$ cat src/rtl/mmtb_pkg.sv
`default_nettype none

package mmtb_pkg;

   localparam int DefChannels = 16;
   localparam int TimeW       = 32;
   localparam int SlotW       = 4;
   localparam int FuncW       = 3;
   localparam int KindW       = 3;
   localparam int ModeW       = 2;

   typedef enum logic [FuncW-1:0] {
      FUNC_TICK     = 3'd0,
      FUNC_ALLOC    = 3'd1,
      FUNC_PERIODIC = 3'd2,
      FUNC_SHOTS    = 3'd3,
      FUNC_STOP     = 3'd4,
      FUNC_CONTINUE = 3'd5,
      FUNC_RESTART  = 3'd6,
      FUNC_SET_ID   = 3'd7
   } func_type;

   typedef enum logic [KindW-1:0] {
      KIND_FIRED   = 3'd0,
      KIND_DONE    = 3'd1,
      KIND_GRANTED = 3'd2,
      KIND_FULL    = 3'd3,
      KIND_CMD     = 3'd4
   } kind_type;

   typedef enum logic [ModeW-1:0] {
      MODE_STOP     = 2'd0,
      MODE_PERIODIC = 2'd1,
      MODE_SHOTS    = 2'd2
   } mode_type;

   typedef enum logic [1:0] {
      ST_IDLE,
      ST_READ,
      ST_EXEC,
      ST_DONE
   } state_type;

   typedef struct packed {
      mode_type               run_mode;
      mode_type               saved_mode;
      logic [TimeW-1:0]       reload_period;
      logic [TimeW-1:0]       remaining_time;
      logic [TimeW-1:0]       shots_left;
      logic [TimeW-1:0]       shots_saved;
      logic [TimeW-1:0]       stored_id;
   } chan_rec_type;

endpackage

`default_nettype wire

$ cat src/rtl/mmtb_chan_update.sv
`default_nettype none

module mmtb_chan_update
   import mmtb_pkg::*;
(
   input  wire func_type          func,
   input  wire chan_rec_type      rec_in,
   input  wire logic [TimeW-1:0]  period,
   input  wire logic [TimeW-1:0]  shot_count,
   input  wire logic [TimeW-1:0]  delta,
   input  wire logic [TimeW-1:0]  event_id,
   output chan_rec_type           rec_out,
   output logic                   fire
);

   logic [TimeW:0]   diff;
   logic             expire;
   logic [TimeW-1:0] shots_dec;

   // shared subtractor: borrow or zero difference means remaining <= delta
   assign diff      = {1'b0, rec_in.remaining_time} - {1'b0, delta};
   assign expire    = diff[TimeW] || (diff[TimeW-1:0] == '0);
   assign shots_dec = (rec_in.shots_left != '0) ? rec_in.shots_left - TimeW'(1)
                                                : rec_in.shots_left;

   always_comb begin
      rec_out = rec_in;
      fire    = 1'b0;
      case (func)
         FUNC_TICK: begin
            if (rec_in.run_mode != MODE_STOP) begin
               if (rec_in.reload_period == '0) begin
                  rec_out.run_mode = MODE_STOP;
               end else if (!expire) begin
                  rec_out.remaining_time = diff[TimeW-1:0];
               end else begin
                  fire                   = 1'b1;
                  rec_out.remaining_time = rec_in.reload_period;
                  if (rec_in.run_mode == MODE_SHOTS) begin
                     rec_out.shots_left = shots_dec;
                     if (shots_dec == '0) begin
                        rec_out.run_mode = MODE_STOP;
                     end
                  end
               end
            end
         end
         FUNC_ALLOC: begin
            rec_out.run_mode = MODE_STOP;
         end
         FUNC_PERIODIC: begin
            rec_out.reload_period  = period;
            rec_out.remaining_time = period;
            rec_out.shots_left     = '0;
            rec_out.shots_saved    = '0;
            rec_out.saved_mode     = MODE_PERIODIC;
            rec_out.run_mode       = MODE_PERIODIC;
         end
         FUNC_SHOTS: begin
            rec_out.reload_period  = period;
            rec_out.remaining_time = period;
            rec_out.shots_left     = shot_count;
            rec_out.shots_saved    = shot_count;
            rec_out.saved_mode     = MODE_SHOTS;
            rec_out.run_mode       = MODE_SHOTS;
         end
         FUNC_STOP: begin
            rec_out.run_mode = MODE_STOP;
         end
         FUNC_CONTINUE: begin
            case (rec_in.saved_mode)
               MODE_PERIODIC: begin
                  rec_out.run_mode = MODE_PERIODIC;
               end
               MODE_SHOTS: begin
                  rec_out.shots_left = rec_in.shots_saved;
                  rec_out.run_mode   = MODE_SHOTS;
               end
               default: begin
                  rec_out.run_mode = rec_in.run_mode;
               end
            endcase
            rec_out.remaining_time = rec_in.reload_period;
         end
         FUNC_RESTART: begin
            rec_out.remaining_time = rec_in.reload_period;
         end
         default: begin
            rec_out.stored_id = event_id;
         end
      endcase
   end

endmodule

`default_nettype wire

$ cat src/rtl/multi_mode_timer_bank.sv
// A command passes the read and exec states and gives its single response from exec.
// A tick visits read and exec for each allocated channel, then done for the done response;
// per channel the record store gives one registered read, then update and write back.
// Throughput: one request at a time; the next is taken once the sequencer is idle,
// while the last response may still wait in the output register.
// Reset: synchronous; clears the allocation count and the per-channel valid bits.
`default_nettype none

module multi_mode_timer_bank
   import mmtb_pkg::*;
#(
   parameter int CHANNELS = DefChannels
) (
   input  wire logic              clock,
   input  wire logic              reset,
   input  wire logic              req_valid,
   output logic                   req_ready,
   input  wire logic [FuncW-1:0]  req_func,
   input  wire logic [SlotW-1:0]  req_channel,
   input  wire logic [TimeW-1:0]  req_period,
   input  wire logic [TimeW-1:0]  req_shot_count,
   input  wire logic [TimeW-1:0]  req_delta,
   input  wire logic [TimeW-1:0]  req_event_id,
   output logic                   rsp_valid,
   input  wire logic              rsp_ready,
   output logic [KindW-1:0]       rsp_kind,
   output logic [SlotW-1:0]       rsp_slot,
   output logic [TimeW-1:0]       rsp_fired_id,
   output logic                   rsp_last
);

   localparam int IdxW = (CHANNELS > 1) ? $clog2(CHANNELS) : 1;
   localparam int CntW = $clog2(CHANNELS + 1);
   localparam int CmpW = (CntW > SlotW) ? CntW : SlotW;

   state_type           state_ff, state_in;
   func_type            func_ff;
   logic [SlotW-1:0]    chan_ff;
   logic [TimeW-1:0]    period_ff, count_ff, delta_ff, id_ff;
   logic [IdxW-1:0]     idx_ff, idx_in;
   logic [CntW-1:0]     alloc_ff, alloc_in;

   chan_rec_type        mem_ff [CHANNELS];
   logic [CHANNELS-1:0] valid_ff;
   chan_rec_type        rd_ff;
   logic                rd_valid_ff;
   chan_rec_type        rec_cur, rec_new;
   logic                fire;

   logic                rsp_valid_ff, rsp_valid_in;
   kind_type            rsp_kind_ff, rsp_kind_in;
   logic [SlotW-1:0]    rsp_slot_ff, rsp_slot_in;
   logic [TimeW-1:0]    rsp_id_ff, rsp_id_in;
   logic                rsp_last_ff, rsp_last_in;

   logic                accept, out_free, out_load, mem_we, full, cmd_ok, last_chan;
   logic                needs_out, exec_go;
   func_type            req_func_t;

   assign req_func_t = func_type'(req_func);
   assign accept     = req_valid && req_ready;
   assign out_free   = !rsp_valid_ff || rsp_ready;
   assign full       = (alloc_ff == CntW'(CHANNELS));
   assign cmd_ok     = (CmpW'(chan_ff) < CmpW'(alloc_ff));
   assign last_chan  = ((CntW'(idx_ff) + CntW'(1)) == alloc_ff);
   assign rec_cur    = rd_valid_ff ? rd_ff : '0;
   assign needs_out  = (func_ff != FUNC_TICK) || fire;
   assign exec_go    = !needs_out || out_free;

   mmtb_chan_update u_update (
      .func       (func_ff),
      .rec_in     (rec_cur),
      .period     (period_ff),
      .shot_count (count_ff),
      .delta      (delta_ff),
      .event_id   (id_ff),
      .rec_out    (rec_new),
      .fire       (fire)
   );

   // next state
   always_comb begin
      state_in = state_ff;
      case (state_ff)
         ST_IDLE: begin
            if (accept) begin
               if (req_func_t == FUNC_TICK && alloc_ff == '0) begin
                  state_in = ST_DONE;
               end else begin
                  state_in = ST_READ;
               end
            end
         end
         ST_READ: begin
            state_in = ST_EXEC;
         end
         ST_EXEC: begin
            if (exec_go) begin
               if (func_ff != FUNC_TICK) begin
                  state_in = ST_IDLE;
               end else if (last_chan) begin
                  state_in = ST_DONE;
               end else begin
                  state_in = ST_READ;
               end
            end
         end
         ST_DONE: begin
            if (out_free) begin
               state_in = ST_IDLE;
            end
         end
         default: begin
            state_in = ST_IDLE;
         end
      endcase
   end

   // datapath controls
   always_comb begin
      req_ready   = 1'b0;
      idx_in      = idx_ff;
      alloc_in    = alloc_ff;
      mem_we      = 1'b0;
      out_load    = 1'b0;
      rsp_kind_in = rsp_kind_ff;
      rsp_slot_in = rsp_slot_ff;
      rsp_id_in   = rsp_id_ff;
      rsp_last_in = rsp_last_ff;
      case (state_ff)
         ST_IDLE: begin
            req_ready = 1'b1;
            case (req_func_t)
               FUNC_TICK:  idx_in = '0;
               FUNC_ALLOC: idx_in = IdxW'(alloc_ff);
               default:    idx_in = IdxW'(req_channel);
            endcase
         end
         ST_EXEC: begin
            if (exec_go) begin
               out_load = needs_out;
               case (func_ff)
                  FUNC_TICK: begin
                     mem_we      = 1'b1;
                     idx_in      = idx_ff + IdxW'(1);
                     rsp_kind_in = KIND_FIRED;
                     rsp_slot_in = SlotW'(idx_ff);
                     rsp_id_in   = rec_cur.stored_id;
                     rsp_last_in = 1'b0;
                  end
                  FUNC_ALLOC: begin
                     mem_we      = !full;
                     rsp_id_in   = '0;
                     rsp_last_in = 1'b1;
                     if (full) begin
                        rsp_kind_in = KIND_FULL;
                        rsp_slot_in = '0;
                     end else begin
                        rsp_kind_in = KIND_GRANTED;
                        rsp_slot_in = SlotW'(alloc_ff);
                        alloc_in    = alloc_ff + CntW'(1);
                     end
                  end
                  default: begin
                     mem_we      = cmd_ok;
                     rsp_kind_in = KIND_CMD;
                     rsp_slot_in = chan_ff;
                     rsp_id_in   = '0;
                     rsp_last_in = 1'b1;
                  end
               endcase
            end
         end
         ST_DONE: begin
            if (out_free) begin
               out_load    = 1'b1;
               rsp_kind_in = KIND_DONE;
               rsp_slot_in = '0;
               rsp_id_in   = '0;
               rsp_last_in = 1'b1;
            end
         end
         default: begin
         end
      endcase
   end

   assign rsp_valid_in = out_load || (rsp_valid_ff && !rsp_ready);

   always_ff @(posedge clock) begin
      if (reset) begin
         state_ff     <= ST_IDLE;
         alloc_ff     <= '0;
         valid_ff     <= '0;
         rsp_valid_ff <= 1'b0;
         idx_ff       <= '0;
      end else begin
         state_ff     <= state_in;
         alloc_ff     <= alloc_in;
         rsp_valid_ff <= rsp_valid_in;
         idx_ff       <= idx_in;
         if (mem_we) begin
            valid_ff[idx_ff] <= 1'b1;
         end
      end
   end

   // hold the request while it is worked on
   always_ff @(posedge clock) begin
      if (accept) begin
         func_ff   <= req_func_t;
         chan_ff   <= req_channel;
         period_ff <= req_period;
         count_ff  <= req_shot_count;
         delta_ff  <= req_delta;
         id_ff     <= req_event_id;
      end
      if (out_load) begin
         rsp_kind_ff <= rsp_kind_in;
         rsp_slot_ff <= rsp_slot_in;
         rsp_id_ff   <= rsp_id_in;
         rsp_last_ff <= rsp_last_in;
      end
   end

   // channel record store
   always_ff @(posedge clock) begin
      if (mem_we) begin
         mem_ff[idx_ff] <= rec_new;
      end
      rd_ff       <= mem_ff[idx_ff];
      rd_valid_ff <= valid_ff[idx_ff];
   end

   assign rsp_valid    = rsp_valid_ff;
   assign rsp_kind     = rsp_kind_ff;
   assign rsp_slot     = rsp_slot_ff;
   assign rsp_fired_id = rsp_id_ff;
   assign rsp_last     = rsp_last_ff;

endmodule

`default_nettype wire
$ cat config.mk
export PLATFORM = sky130hd
export DESIGN_NAME = multi_mode_timer_bank
export DESIGN_NICKNAME = d
export VERILOG_FILES = /design/src/rtl/mmtb_pkg.sv /design/src/rtl/mmtb_chan_update.sv /design/src/rtl/multi_mode_timer_bank.sv
export SDC_FILE = /design/constraint.sdc
export NUM_CORES = 2
export LEC_CHECK = 0
export ABC_AREA = 1
export ABC_CLOCK_PERIOD_IN_PS = 21600
export BUFFER_PORTS_ARGS = -buffer_cell sky130_fd_sc_hd__buf_4
export CORE_MARGIN = 2
export CORE_UTILIZATION = 30
export CTS_CLUSTER_DIAMETER = 200
export CTS_CLUSTER_SIZE = 20
export DETAILED_ROUTE_END_ITERATION = 8
export SLEW_MARGIN = 15
export SYNTH_ARGS = -nofsm -noshare
export SYNTH_HDL_FRONTEND = slang
export SYNTH_SLANG_ARGS = --single-unit
$ cat constraint.sdc
create_clock -name clock -period 21.6 [get_ports clock]
set_input_delay 1.08 -clock clock [delete_from_list [all_inputs] [get_ports clock]]
set_output_delay 1.08 -clock clock [all_outputs]
set_load 0.01 [all_outputs]
==> impl_table.tex <==
\begin{tabular}{lr}
\hline
Metric & Value \\
\hline
\multicolumn{2}{l}{\textbf{Setup path}} \\
Top fanout value on the critical path & 83 \\
Minimum setup slack among reg-to-reg paths & 13990 ps \\
Cell count of the worst reg-to-reg path & 27 \\
Critical path type & flip-flop to flip-flop \\
Origin of the critical flop-to-flop path & rd\_valid\_ff \\
Required time of the critical path & 22080 ps \\
R2R Path End & mem\_ff[6][138] \\
Arrival time worst endpoint & 8090 ps \\
CP peak stage delay & 950 ps \\
Crit path top cell by count & nand2\_1 \\
Kind of start point of the critical path & flip-flop \\
Endpoint type of the worst setup path & flip-flop \\
Critical-path top delay cell & buf\_4 \\
\multicolumn{2}{l}{\textbf{Yosys}} \\
Number of enable-type register cells in the synthesized netlist & 2799 \\
Mapped Area & 0.119 sq mm \\
Dominant register cell in the synthesized netlist & edfxtp\_1 \\
Share of flip-flops with an asynchronous set or reset after synthesis & 0 \\
Seq cells post-synth & 2992 \\
Post-Synthesis Cells & 9773 \\
Synthesis warning total & 0 \\
Sequential share of the synthesized area & 0.740 \\
Post-Synthesis Mean Instance Area & 12.2 sq um \\
Count of different cell masters after synthesis & 47 \\
Post-Synthesis Net Count & 9951 \\
\multicolumn{2}{l}{\textbf{Finish}} \\
Fillers & 38900 \\
Final Net Count & 9863 \\
Area growth, synth to finish & 10.3\% \\
Area occupied by registers & 0.0879 sq mm \\
Fraction of layout instances using a drive strength above 1 & 0.0623 \\
Non-filler cells, final & 15100 \\
Multi-input gate area & 0.0275 sq mm \\
Non-Filler Cell Area, Final & 0.131 sq mm \\
\multicolumn{2}{l}{\textbf{Routing}} \\
Post-detailed-route count of antenna-violating nets & 0 \\
Routed Wire Length & 339000 um \\
DRC violations left & 0 \\
Vias/cell & 5.16 \\
Total via count after detailed routing & 77700 \\
Pre-antenna DRT Iters & 8 \\
Detailed-route wire length per cell & 22.5 um \\
Detailed Route Iter0 Violations & 9102 \\
\multicolumn{2}{l}{\textbf{STA}} \\
Final Hold Viols & 0 \\
Final Skew & 83.1 ps \\
Final setup vio count & 0 \\
Fin. max-slew vios & 0 \\
Max transition margin & 0.195 \\
Fin Hold WS & 347 ps \\
Fmax & 131 MHz \\
Setup repair after global routing missed its margin & false \\
Shortest period the worst path allows & 7610 ps \\
Tightest Pin Transition & 1210 ps \\
Final worst path period share & 0.352 \\
Final sum of negative setup slack & 0 ps \\
\multicolumn{2}{l}{\textbf{GRT}} \\
First-pass GRT wire length & 497000 um \\
Total global routing track utilization & 0.163 \\
Pin count of the biggest net entering global routing & 231 \\
Grt met1 use & 0.232 \\
Via count of the first global-routing pass & 73100 \\
Global routing met3 resource utilization & 0.0186 \\
Global routing met2 resource utilization & 0.262 \\
Antenna violations before repair & 11 \\
Global-route congestion overflow total & 0 \\
Most Crowded Layer GR & met2 \\
\multicolumn{2}{l}{\textbf{Floorplanning}} \\
FP Rows & 231 \\
Total core area & 0.395 sq mm \\
I/O pin total & 181 \\
Total Die Area & 0.401 sq mm \\
Die boundary height & 633 um \\
Die span in x & 633 um \\
Starting density of the core & 0.301 \\
\multicolumn{2}{l}{\textbf{CTS}} \\
Clock transition at the registers of the reported paths & 90 ps \\
CTS Root Buffer Type & clkbuf\_16 \\
CTS buffer count & 175 \\
Post-cts sizing count & 0 \\
\# H-tree levels & 4 \\
Number of clock sinks & 2992 \\
Setup repair bufs after CTS & 0 \\
Number of hold-repair buffers added at the cts stage & 0 \\
Maximum buffer depth of the clock tree & 4 \\
Later-pin clock latency in the skew report & 900 ps \\
Clock tree from TritonCTS & done \\
\multicolumn{2}{l}{\textbf{Power}} \\
Peak supply drop & 0.0000762 V \\
Total power & 14300 uW \\
Total power divided by cell area & 109 mW/mm\^{}2 \\
Leakage power figure & 0.0435 uW \\
\multicolumn{2}{l}{\textbf{Hold path}} \\
Hold Startpoint & req\_event\_id[1] \\
HP Class & primary input to flip-flop \\
Hold path depth & 1 \\
Worst hold endpoint & id\_ff[1] \\
\multicolumn{2}{l}{\textbf{Outcome}} \\
Result of the run & complete, no violations \\
\multicolumn{2}{l}{\textbf{Placed design}} \\
Cell Count Post-Placement & 14700 \\
IO Port Bufs & 180 \\
Placed inst area & 0.126 sq mm \\
Half-perimeter wire length after detailed placement & 178000 um \\
Final GP Congestion & 0.905 \\
\multicolumn{2}{l}{\textbf{Run}} \\
Max capacitance violation total & 0 \\
\hline
\end{tabular}
==> kinds of logic after synthesis <==
| family | count (synthesis) | share of synthesized area |
|---|---|---|
| AO/OA/AOI/OAI | 2391 | 0.109 |
| buffers and inverters | 937 | 0.0302 |
| adder cells (fa/ha/maj) | 39 | 0.00417 |
| AND/OR/NAND/NOR | 3383 | 0.115 |
| flip-flops | 2992 | 0.740 |
| XOR/XNOR | 31 | 0.00228 |
==> cell usage after synthesis, drive strengths merged (3+ instances only) <==
cell type	number	area [sq um]
edfxtp	2799	84100
xor2	29	254
o21ai	1504	7530
nand3	136	701
dfxtp	193	3860
nand3b	3	22.5
nor3	29	150
o21bai	4	30.0
nand2	1403	5280
ha	38	475
a21oi	192	961
nor4	8	65.1
o211ai	16	120
buf	45	245
a221o	3	30.0
or2	3	18.8
nand4	253	1580
nor2	1545	5810
clkbuf	563	2110
inv	327	1230
o22ai	659	4120
==> sequential cells by signal, summed over array words and instances, names as in the netlist <==
register and cells:
mem_ff 2624, rd_ff 164, count_ff 32, delta_ff 32, id_ff 32, period_ff 32
rsp_fired_id 32, valid_ff 16, alloc_ff 5, chan_ff 4, idx_ff 4, rsp_slot 4
func_ff 3, rsp_kind 3, state_ff 2, rd_valid_ff 1, rsp_last 1, rsp_valid 1
==> power by group <==
| part | total [uW] | internal [uW] | leakage, uW | switching, uW |
|---|---|---|---|---|
| sequential | 7200 | 7050 | 0.0274 | 154 |
| clock | 3430 | 1570 | 0.00239 | 1850 |
| combinational | 3640 | 890 | 0.0137 | 2750 |
| total | 14300 | 9510 | 0.0435 | 4760 |
==> metal layers <==
metal	routed length, um	part of all wire
met1	151000	0.44
met2	157000	0.46
met3	22600	0.066
met4	8900	0.026
met5	59	0.00017
==> layout by cell type (no fill, tap or decap), drive strengths merged, types with 4 or more instances in the layout <==
cell | synthesis | final
a21oi | 192 | 192
buf | 45 | 342
clkbuf | 563 | 309
dfxtp | 193 | 193
edfxtp | 2799 | 2799
ha | 38 | 38
inv | 327 | 329
nand2 | 1403 | 1403
nand3 | 136 | 136
nand4 | 253 | 253
nor2 | 1545 | 1545
nor3 | 29 | 29
nor4 | 8 | 8
o211ai | 16 | 16
o21ai | 1504 | 1504
o21bai | 4 | 4
o22ai | 659 | 659
xor2 | 29 | 29
==> stage by stage <==
stage	util	worst slack, ps
after floorplan	-	6330
after global placement	0.319	14160
after detailed placement	0.319	14100
after CTS	0.332	14080
after global routing	0.332	13640
final	0.332	13990
==> critical path, delay by kind of cell (launching register included) <==
kind            cells  cell delay [ps]
compound gates      1              150
buf+inv             5             3170
fa+ha+maj           2              460
flops               1              590
simple gates       19             2650
==> worst max-delay path by stage <==
stage,cells after the start,to,from
global route,27,mem_ff[6][138],rd_valid_ff
detailed placement,26,mem_ff[2][106],rd_valid_ff
floorplan,31,mem_ff[8][0],rd_valid_ff
global placement,26,mem_ff[1][103],rd_valid_ff
CTS,26,mem_ff[2][102],rd_valid_ff
finish,27,mem_ff[6][138],rd_valid_ff
==> area by class of cell <==
cell class                 count  share of cell area
timing repair buffer         343              0.0208
sequential                  2992               0.671
inverter                     329              0.0104
tap                         5242              0.0500
multi-input combinational   5844               0.210
antenna                        2           0.0000382
clock inverter                 3            0.000258
clock buffer                 308              0.0380
Note: power is estimated with default switching activity, not from simulation.
